[src/rtl/qmsj_pkg.sv]
// ----------------------------------------------------------------------------
// qmsj_pkg
// shared constants and control types for the quad minimum scaled jacobian
// ----------------------------------------------------------------------------
package qmsj_pkg;

    localparam int COORD_BITS_DEF = 16;
    localparam int FRAC_BITS_DEF  = 15;

    typedef struct packed {
        logic valid;
        logic deg;
    } ctl_t;

endpackage

[src/rtl/qmsj_sqrt.sv]
// ----------------------------------------------------------------------------
// qmsj_sqrt
// pipelined digit by digit integer square root, one result bit per stage
// ----------------------------------------------------------------------------
module qmsj_sqrt #(
    parameter int FRAC_BITS = qmsj_pkg::FRAC_BITS_DEF,
    localparam int SW = 2 * FRAC_BITS + 1,
    localparam int NS = FRAC_BITS + 1
) (
    input  logic              aclk,
    input  logic              aresetn,
    input  logic              en,
    input  qmsj_pkg::ctl_t    ctl_in,
    input  logic [SW-1:0]     rad,
    output qmsj_pkg::ctl_t    ctl_out,
    output logic [NS-1:0]     root
);

    qmsj_pkg::ctl_t ctl_reg [NS];
    logic [SW-1:0]  res_reg [NS];
    logic [SW-1:0]  op_reg  [NS-1];

    for (genvar i = 0; i < NS; i++) begin : g_stage
        localparam logic [SW-1:0] ONE = SW'(1) << (2 * (FRAC_BITS - i));
        logic [SW-1:0]  oin, rin;
        logic [SW:0]    trial;
        qmsj_pkg::ctl_t cin;
        logic           ge;

        if (i == 0) begin : g_first
            assign oin = rad;
            assign rin = '0;
            assign cin = ctl_in;
        end else begin : g_rest
            assign oin = op_reg[i-1];
            assign rin = res_reg[i-1];
            assign cin = ctl_reg[i-1];
        end

        assign trial = {1'b0, rin} + {1'b0, ONE};
        assign ge    = {1'b0, oin} >= trial;

        always_ff @(posedge aclk) begin
            if (!aresetn) begin
                ctl_reg[i] <= '0;
            end else if (en) begin
                ctl_reg[i] <= cin;
            end
        end

        always_ff @(posedge aclk) begin
            if (en) begin
                res_reg[i] <= ge ? (rin >> 1) + ONE : rin >> 1;
            end
        end

        if (i < NS - 1) begin : g_carry
            always_ff @(posedge aclk) begin
                if (en) begin
                    op_reg[i] <= ge ? oin - trial[SW-1:0] : oin;
                end
            end
        end
    end

    assign ctl_out = ctl_reg[NS-1];
    assign root    = res_reg[NS-1][NS-1:0];

endmodule

[config.mk]
export PLATFORM = sky130hd
export DESIGN_NAME = qmsj_sqrt
export DESIGN_NICKNAME = d
export VERILOG_FILES = /design/src/rtl/qmsj_pkg.sv /design/src/rtl/qmsj_sqrt.sv
export SDC_FILE = /design/constraint.sdc
export NUM_CORES = 1
export LEC_CHECK = 0
export ABC_AREA = 1
export BUFFER_PORTS_ARGS = -buffer_cell sky130_fd_sc_hd__buf_4
export CAP_MARGIN = 20
export CORE_MARGIN = 2
export CORE_UTILIZATION = 45
export DETAILED_ROUTE_END_ITERATION = 12
export GPL_TIMING_DRIVEN = 0
export PLACE_DENSITY = 0.63
export SLEW_MARGIN = 10
export SYNTH_ARGS = -nofsm -noshare
export SYNTH_HDL_FRONTEND = slang
export SYNTH_SLANG_ARGS = --single-unit
[constraint.sdc]
create_clock -name aclk -period 4.1 [get_ports aclk]
set_input_delay 0.205 -clock aclk [delete_from_list [all_inputs] [get_ports aclk]]
set_output_delay 0.205 -clock aclk [all_outputs]
set_load 0.01 [all_outputs]
==> flow_summary.ini, run 1 <==
[layout]
n_antenna_cell = 0
largest_reg_flops = 465
syn_to_final_growth_pct = 13.2
fin_cells = 4926
nFillCells = 6897
nNetsFinal = 4086
drive_gt1_share_pct = 7.68

[clock_tree]
cts.path.max_buffers = 3
cts_made_buffers = 70
cts_root_buffer = clkbuf_16
post_cts_resized = 0
clkTransAtPathRegs_ns = 0.06
cts_tree = built
clock_sinks = 633
htreeDepth = 3
clock_latency_ns = 0.64

[worst_hold_path]
holdPathEnd = op_reg[1][29]
hp-class = in -> reg
holdCritStartpoint = en
hold_depth = 1

[power_and_ir_drop]
vdd_drop_max_mv = 0.397
seq_power_share_pct = 44.9
p_total_mw = 19.5
powerDensity_nw_per_um2 = 507
comb_power_share_pct = 22.7
p_int_mw = 13.4
switchingPower_mw = 6.10
p_clk_share_pct = 32.4
power.leakage_nw = 17.1
switching_share_pct = 31.3

[placement]
gp_congestion = 0.940
hpwl_um = 58700
io_buffers = 52
placedCellCount = 4764

[timing]
finClkSkew_ns = 0.0535
period_minus_slack_ns = 2.48
setup-tns-final_ns = 0
holdWs_ns = 0.0289
worst_pin_slew_ns = 0.742
drv_slew = 0
hold_viol = 0
rsz0062_at_grt = no
fmaxAchievable_mhz = 403
period_share_pct = 60.5
max_slew_margin_pct = 50.4
setup_violations = 0

[die]
coreArea_um2 = 74600
die_y_um = 279
fp.dieArea_um2 = 77700
num_rows = 100
start_util_pct = 45.6
die_w_um = 279
ios = 54

[logic_synthesis]
syn_inst = 3737
synth_seq_cells = 633
syn_area_um2 = 34000
yosysWarnings = 0
synth_edf_count = 633
synth_cell_type_count = 50
avgSynthCellArea_um2 = 9.09
async_reset_ff_share_pct = 0
ys_seq_area_share_pct = 56.0
syn-num-nets = 3922
synthFlopType = edfxtp_1

[critical_path]
path_max_fanout = 10
r2r-start = op_reg[0][148]
crit_arrival_ns = 2.96
cp-start-kind = flop
cp.required_ns = 4.58
reg2reg_to = op_reg[0][179]
crit_path_end_kind = flop
r2r_slack_ns = 1.62
path_class = reg -> reg
reg2reg_depth = 10

[routing]
ant_nets = 0
drtPass1Iterations = 6
drt_iter0_drc = 1971
wl_per_cell_um = 15.4
drc = 0
num_vias = 24219
routed_wl_um = 76000
viasPerCell = 4.92

[global_routing]
grt_pass1_wl_um = 121000
grt_max_degree = 118
antenna_found_initial = 0
grt_pass1_vias = 22917
grtUsageTotal_pct = 19.8
grt-ovfl-total = 0

[job]
maxCapViolCount = 0

[outcome]
outcome = finished, final reports clean
[final cells by class]
class	instances	area, um^2	area share, %
clock buffers	76	1770	4.61
clock inverters	52	592	1.54
plain buffers	31	254	0.660
inverters	636	2390	6.21
repair buffers	92	903	2.35
multi-input cells	2437	12300	32.0
well taps	969	1210	3.15
flip-flops and latches	633	19000	49.4
[metal layers]
layer / track usage, % / vias to the layer above / routed length [um]
met5: 0 / - / 0
met4: 4.99 / 0 / 1370
met3: 2.68 / 91 / 3620
met2: 33.9 / 505 / 36600
met1: 26.5 / 11184 / 34500
li1: - / 12439 / -
[cells in the mapped netlist, types with 14 or more instances]
cell / number / area, um^2
a21oi_2: 23 / 201
nor3_1: 35 / 175
o21ai_2: 17 / 149
nand2_2: 16 / 100
nand2_1: 1185 / 4450
ha_1: 148 / 1850
nand3_1: 192 / 961
edfxtp_1: 633 / 19000
inv_1: 629 / 2360
nand3b_1: 25 / 188
nor2_1: 372 / 1400
o21ai_0: 60 / 300
nor2_2: 14 / 87.6
xnor2_1: 37 / 324
nor4_1: 18 / 113
o21ai_1: 15 / 75.1
a21oi_1: 104 / 521
xor2_1: 61 / 534
nand4_1: 49 / 307
[power by group through the flow]
| stage | clock (mW) | combinational [mW] | sequential (mW) |
|---|---|---|---|
| after global routing | 6.76 | 5.08 | 8.83 |
| final | 6.32 | 4.42 | 8.75 |
| after global placement | 0 | 4.32 | 8.94 |
| after CTS | 6.49 | 4.41 | 8.77 |
| after detailed placement | 0 | 4.36 | 8.89 |
| after floorplan | 0 | 3.28 | 8.61 |
[repair_timing]
action,in CTS,in global routing
setup buffers,0,0
setup endpoints to repair,0,0
endpoints found under the hold margin,35,0
hold buffers,34,0
[stage by stage]
step / area [um^2] / worst slack, ns / utilization [%]
final: 38500 / 1.62 / 51.6
after global routing: 38500 / 1.45 / 51.6
after CTS: 38500 / 1.65 / 51.6
after detailed placement: 35700 / 1.31 / 47.9
after global placement: 35600 / -3.36 / 47.7
after floorplan: 34000 / 2.15 / -
[logic make-up after synthesis]
kind of cell    Yosys count  synth area share (%)
simple gates           1949                  24.0
fa+ha+maj               149                  5.51
xor+xnor                 98                  2.53
flops                   633                  56.0
compound gates          240                  4.18
other cells               1                0.0110
buf+inv                 667                  7.78
[how the worst max path moves through the flow]
stage	from	to	slack, ns
2_1_floorplan	op_reg[1][172]	op_reg[1][205]	2.15
3_3_place_gp	en	ctl_reg[0][0]	-3.36
3_5_place_dp	en	op_reg[1][205]	1.31
4_1_cts	res_reg[11][19]	op_reg[1][142]	1.65
5_1_grt	op_reg[0][239]	op_reg[1][20]	1.45
6_report	op_reg[0][148]	op_reg[0][179]	1.62
[placed cells by master (no fill, tap or decap), types with 18 or more instances in the layout]
cell | netlist | routed
nand2_1 | 1185 | 1184
edfxtp_1 | 633 | 633
inv_1 | 629 | 629
nor2_1 | 372 | 372
nand3_1 | 192 | 192
ha_1 | 148 | 148
a21oi_1 | 104 | 104
clkbuf_16 | 0 | 70
xor2_1 | 61 | 61
o21ai_0 | 60 | 60
buf_4 | 9 | 60
nand4_1 | 49 | 49
xnor2_1 | 37 | 37
nor3_1 | 35 | 35
dlygate4sd3_1 | 0 | 34
nand3b_1 | 25 | 25
a21oi_2 | 23 | 23
nor4_1 | 18 | 18
[critical path, stage by stage (launching register included)]
cell and delay (ns):
edfxtp_1 0.40, ha_1 0.40, nand2_1 0.10, nor3_1 0.43
nand2_1 0.14, nand4_1 0.16, inv_1 0.06, o21ai_1 0.17
buf_2 0.29, nand2_1 0.07, nand2_1 0.11
Power figures use the tool's default switching activity.
==> run 2: changes to the inputs <==
- ABC_AREA: 1 -> 0
- clock period: 4.1 -> 2.6 ns (I/O delays scaled with it)
==> run 2 against run 1 <==
Net effect: the run now ends with negative setup slack left; die area decreased by 14%; largest power group unchanged; area after synthesis fell by 14%; critical path type unchanged; synthesized cell count down 41%; clock skew down 0.032 ns.
==> flow_summary.ini, run 2 <==
[timing]
fmaxAchievable_mhz = 340
drv_slew = 0
rsz0062_at_grt = yes
period_share_pct = 113
worst_pin_slew_ns = 0.779
hold_viol = 0
setup_violations = 91
finClkSkew_ns = 0.0215
max_slew_margin_pct = 48.1
setup-tns-final_ns = -11.65
setup_slack_ns = -0.343
period_minus_slack_ns = 2.94

[critical_path]
r2r_slack_ns = -0.34
slowest_stage = or4_4
crit_path_end_kind = flop
crit_arrival_ns = 3.31
path_max_fanout = 3
cp.required_ns = 2.97
crit_family = simple AND/OR/NAND/NOR gates
r2r-start = op_reg[0][209]
path_class = reg -> reg
cpPeakStageDelay_ns = 0.48
path_cells = ha_4 > nand4_1 > or4_4 > nor3_4 > o41ai_4 > a31oi_2 > nand4b_1 > buf_4 > nor3b_4 > xor2_1
cp-start-kind = flop
reg2reg_depth = 10
cp_num_buf_inv = 1
reg2reg_to = op_reg[0][246]
critPathLaunch = op_reg[0][209]

[placement]
hpwl_um = 39700
io_buffers = 52
gp_congestion = 0.991
pre_cts_slack_ns = -1.09
placedInstanceArea_um2 = 30900

[global_routing]
grt_max_degree = 121
grt_pass1_wl_um = 95000
grt_pass1_vias = 19127
grtUsageTotal_pct = 17.8
grt-ovfl-total = 0
antenna_found_initial = 0

[logic_synthesis]
yosysWarnings = 0
syn-num-nets = 2377
synth_edf_count = 633
synth_area_leaders = edfxtp_1 65%, ha_1 6.3%, xnor2_1 2.8%
synth_common_cells = 633 x edfxtp_1, 177 x inv_1, 148 x ha_1
yosys.area.top_type_share_pct = 64.8
synth_area_leader_cell = edfxtp_1
syn_area_um2 = 29300
synth_seq_cells = 633
async_reset_ff_share_pct = 0
syn_inst = 2192
avgSynthCellArea_um2 = 13.4
ys_seq_area_share_pct = 64.8
yosysMostFrequentCell = edfxtp_1
synth_cell_type_count = 81
synthFlopType = edfxtp_1

[worst_hold_path]
holdCritStartpoint = en
holdPathEnd = op_reg[0][184]
hp-class = in -> reg
hold_depth = 1

[clock_tree]
clock_latency_ns = 0.61
cts_tree = built
cts_made_buffers = 70
clock_sinks = 633
cts.path.max_buffers = 3
clkTransAtPathRegs_ns = 0.06
htreeDepth = 3
cts_root_buffer = clkbuf_16

[die]
coreArea_um2 = 64500
ios = 54
num_rows = 93
fp.dieArea_um2 = 67200
start_util_pct = 45.5
die_w_um = 259
die_y_um = 259

[layout]
fin_area_um2 = 37700
final_cell_mix = 633 x edfxtp_1, 184 x buf_4, 162 x inv_1
nNetsFinal = 2699
syn_to_final_growth_pct = 28.6
largest_reg_flops = 465
layout_commonest_cell = edfxtp_1
n_antenna_cell = 0
drive_gt1_share_pct = 27.4

[power_and_ir_drop]
p_clk_share_pct = 32.8
powerDensity_nw_per_um2 = 805
comb_power_share_pct = 21.2
power.leakage_nw = 14.2
p_total_mw = 30.4
p_int_mw = 21.9
vdd_drop_max_mv = 0.542
switchingPower_mw = 8.46
switching_share_pct = 27.9
seq_power_share_pct = 45.9

[routing]
viasPerCell = 5.34
drc = 0
wl_per_cell_um = 17.8
ant_nets = 0
drtPass1Iterations = 5
routed_wl_um = 61000
drt_iter0_drc = 964
num_vias = 18299

[outcome]
outcome = finished with violations
violations = negative setup slack

[job]
maxCapViolCount = 0
## run 2: cell count changes in the layout (fill, tap and decap cells not counted), moves of 22 or more
| cell | change |
|---|---|
| and3_1 | +38 |
| nor2_1 | -272 |
| ha_4 | +56 |
| nand2_1 | -1092 |
| inv_1 | -467 |
| nand3_1 | -177 |
| buf_4 | +124 |
| nor4_1 | +22 |
| ha_1 | -60 |
| o21a_1 | +34 |
| xnor2_1 | +52 |
| nand2b_1 | +30 |
| a21o_1 | +27 |
## run 2: stage by stage
stage          util, %  instances  hold slack (ns)
2_1_floorplan        -       2192            0.229
3_3_place_gp      47.8       3099            0.304
3_5_place_dp      48.0       3104            0.303
4_1_cts           56.0       3346           0.0199
5_1_grt           58.5       3425           0.0451
6_report          58.5       3425           0.0286
## run 2: final cells by class
type | instances | area, um^2
clock buffers | 83 | 1800
clock inverters | 45 | 564
multi-input cells | 1345 | 11900
plain buffers | 30 | 270
flip-flops and latches | 633 | 19000
fillers | 4854 | 26800
repair buffers | 257 | 2420
inverters | 177 | 669
well taps | 855 | 1070
## run 2: power groups by stage
stage / sequential, mW / combinational [mW] / clock, mW
final: 13.9 / 6.45 / 9.97
after global routing: 14.1 / 7.04 / 10.6
after CTS: 13.9 / 5.58 / 10.2
after detailed placement: 13.9 / 4.60 / 0
after global placement: 14.0 / 4.45 / 0
after floorplan: 13.7 / 3.45 / 0
## run 2: metal layers
metal  wire [um]  vias up  GRT usage, %
met5           0        -             0
met4        3120        0          9.16
met3        1650      181          2.97
met2       35300      371          36.6
met1       21000     8867          16.4
li1            -     8880             -
## run 2: what timing repair did
item	4_1_cts	5_1_grt
gates resized for setup	341	209
endpoints found under the hold margin	35	0
pin swaps	106	87
setup endpoints to repair	219	184
hold buffers	34	0
buffers inserted	86	80
cloned	4	4
## run 2: cells by family (layout without fill, tap and decap cells)
group                    Yosys count  count (layout)  synth area share (%)
XOR/XNOR                         176             176                  5.26
adder cells (fa/ha/maj)          149             149                  6.39
flip-flops                       633             633                  64.8
buffers and inverters            214             592                  2.86
multiplexers                      29              29                  1.09
AND/OR/NAND/NOR                  608             608                  11.2
AO/OA/AOI/OAI                    382             382                  8.37
other                              1               1                0.0128
## run 2: worst max path at each step
stage / depth (start not counted) / end / slack [ns]
2_1_floorplan: 9 / op_reg[1][209] / -0.009
3_3_place_gp: 2 / ctl_reg[0][4] / -4.23
3_5_place_dp: 9 / op_reg[0][215] / -1.09
4_1_cts: 9 / op_reg[0][246] / -0.31
5_1_grt: 10 / op_reg[0][242] / -0.38
6_report: 10 / op_reg[0][246] / -0.34
==> run 3: changes to the inputs <==
- PLACE_DENSITY: 0.63 -> default
- PLACE_DENSITY_LB_ADDON: default -> 0.1
==> run 3 against run 2 <==
Net effect: the flow still finishes with violations (negative setup slack); largest cell class unchanged; wire length is 4.1% higher; sequential power is essentially flat; sequential share of layout area about the same; cell count shrank 0.38%.
==> flow_summary.ini, run 3 (synthesized netlist as in run 2, its figures left out) <==
[outcome]
outcome = finished with violations
violations = negative setup slack

[power_and_ir_drop]
p_int_mw = 21.2
comb_power_share_pct = 21.6
power.leakage_nw = 14.1
powerDensity_nw_per_um2 = 789
p_clk_share_pct = 31.4
switchingPower_mw = 8.54
vdd_drop_max_mv = 0.526
switching_share_pct = 28.7
seq_power_share_pct = 47.1

[layout]
largest_reg_flops = 465
layout_commonest_cell = edfxtp_1
n_antenna_cell = 0
nNetsFinal = 2687
syn_to_final_growth_pct = 28.7
fin_area_um2 = 37700
final_util_pct = 58.5
drive_gt1_share_pct = 28.8
final_cell_mix = 633 x edfxtp_1, 170 x buf_4, 158 x inv_1

[critical_path]
cp_num_buf_inv = 0
slowest_stage = or4_4
crit_arrival_ns = 3.32
cp-start-kind = flop
path_max_fanout = 3
path_cells = ha_4 > nand4_1 > or4_4 > nor3_4 > o41ai_2 > a31oi_1 > nand4b_1 > nor3_1 > xor2_1
cpPeakStageDelay_ns = 0.49
critPathLaunch = op_reg[0][207]
cp.required_ns = 2.94
path_class = reg -> reg
crit_family = simple AND/OR/NAND/NOR gates
crit_path_end_kind = flop
r2r_slack_ns = -0.38
r2r-start = op_reg[0][207]

[clock_tree]
cts_root_buffer = clkbuf_16
cts.path.max_buffers = 3
htreeDepth = 3
cts_made_buffers = 72
clkTransAtPathRegs_ns = 0.06
clock_latency_ns = 0.62
cts_tree = built
clock_sinks = 633

[die]
fp.dieArea_um2 = 67200
start_util_pct = 45.5
coreArea_um2 = 64500
die_w_um = 259
die_y_um = 259
num_rows = 93
ios = 54

[timing]
rsz0062_at_grt = yes
finClkSkew_ns = 0.0359
max_slew_margin_pct = 47.6
setup_slack_ns = -0.381
period_minus_slack_ns = 2.98
hold_viol = 0
setup_violations = 90
worst_pin_slew_ns = 0.780
period_share_pct = 115
drv_slew = 0
fmaxAchievable_mhz = 335
setup-tns-final_ns = -9.69

[global_routing]
grt-ovfl-total = 0
antenna_found_initial = 0
grt_pass1_vias = 18961
grt_pass1_wl_um = 99200
grtUsageTotal_pct = 18.7
grt_max_degree = 125

[routing]
viasPerCell = 5.32
ant_nets = 0
drt_iter0_drc = 882
drc = 0
drtPass1Iterations = 5
routed_wl_um = 63600
wl_per_cell_um = 18.6
num_vias = 18137

[worst_hold_path]
hp-class = in -> reg
holdCritStartpoint = en

[placement]
gp_congestion = 0.937
hpwl_um = 42200
placedInstanceArea_um2 = 30900
io_buffers = 52

[job]
maxCapViolCount = 0
## run 3: cell count changes in the layout (fill, tap and decap cells not counted), moves of 8 or more
| cell | delta |
|---|---|
| bufinv_16 | -8 |
| nor2_4 | +8 |
| nor2_1 | -14 |
| clkinv_2 | +10 |
| ha_2 | +8 |
| a21oi_2 | +16 |
| a21oi_1 | -18 |
| buf_4 | -14 |
## run 3: final timing paths
kind	to	cells past startpoint
worst max register to register	op_reg[0][244]	9
worst max-delay path	op_reg[0][244]	9
worst min-delay path	op_reg[0][216]	1
worst min register to register	op_reg[0][96]	0
## run 3: stage by stage
step                      std cells  hold WS [ns]  setup WS, ns  power [mW]
after floorplan                2192         0.229      -0.00893        17.1
after global placement         3099         0.300         -4.44        18.5
after detailed placement       3105         0.302         -1.21        18.6
after CTS                      3354        0.0186        -0.322        29.1
after global routing           3412        0.0371        -0.474        31.2
final                          3412        0.0166        -0.381        29.7
## run 3: per-layer routing
| layer | vias up | GRT usage, % | part of all wire (%) |
|---|---|---|---|
| met5 | - | 0 | 0 |
| met4 | 0 | 8.03 | 4.0 |
| met3 | 139 | 2.69 | 2.8 |
| met2 | 287 | 37.7 | 57 |
| met1 | 8882 | 18.8 | 36 |
| li1 | 8829 | - | - |
## run 3: what timing repair did
item | 4_1_cts | 5_1_grt
gates resized for setup | 370 | 253
gates cloned | 5 | 3
endpoints found under the setup margin | 215 | 187
buffers inserted | 88 | 59
pin swaps | 130 | 98
hold endpoints to repair | 35 | 0
hold buffers | 34 | 0
## run 3: final cells by class
type | count | area (um^2)
multi-input combinational | 1346 | 12200
inverter | 177 | 669
tap | 855 | 1070
buffer | 30 | 292
sequential | 633 | 19000
clock inverter | 40 | 335
timing repair buffer | 242 | 2290
clock buffer | 89 | 1870
fill | 4998 | 26700
## run 3: worst register-to-register path, cell delays in order (launching register included)
cell and delay (ns):
edfxtp_1 0.45, ha_4 0.30, nand4_1 0.21, or4_4 0.49
nor3_4 0.25, o41ai_2 0.16, a31oi_1 0.28, nand4b_1 0.22
nor3_1 0.25, xor2_1 0.11
## run 3: power by group through the flow
stage	Sequential, mW	Clock [mW]	Combinational (mW)
final	14.0	9.33	6.42
after global placement	14.0	0	4.53
after detailed placement	14.0	0	4.62
after global routing	14.1	9.99	7.04
after floorplan	13.7	0	3.45
after CTS	13.9	9.57	5.62
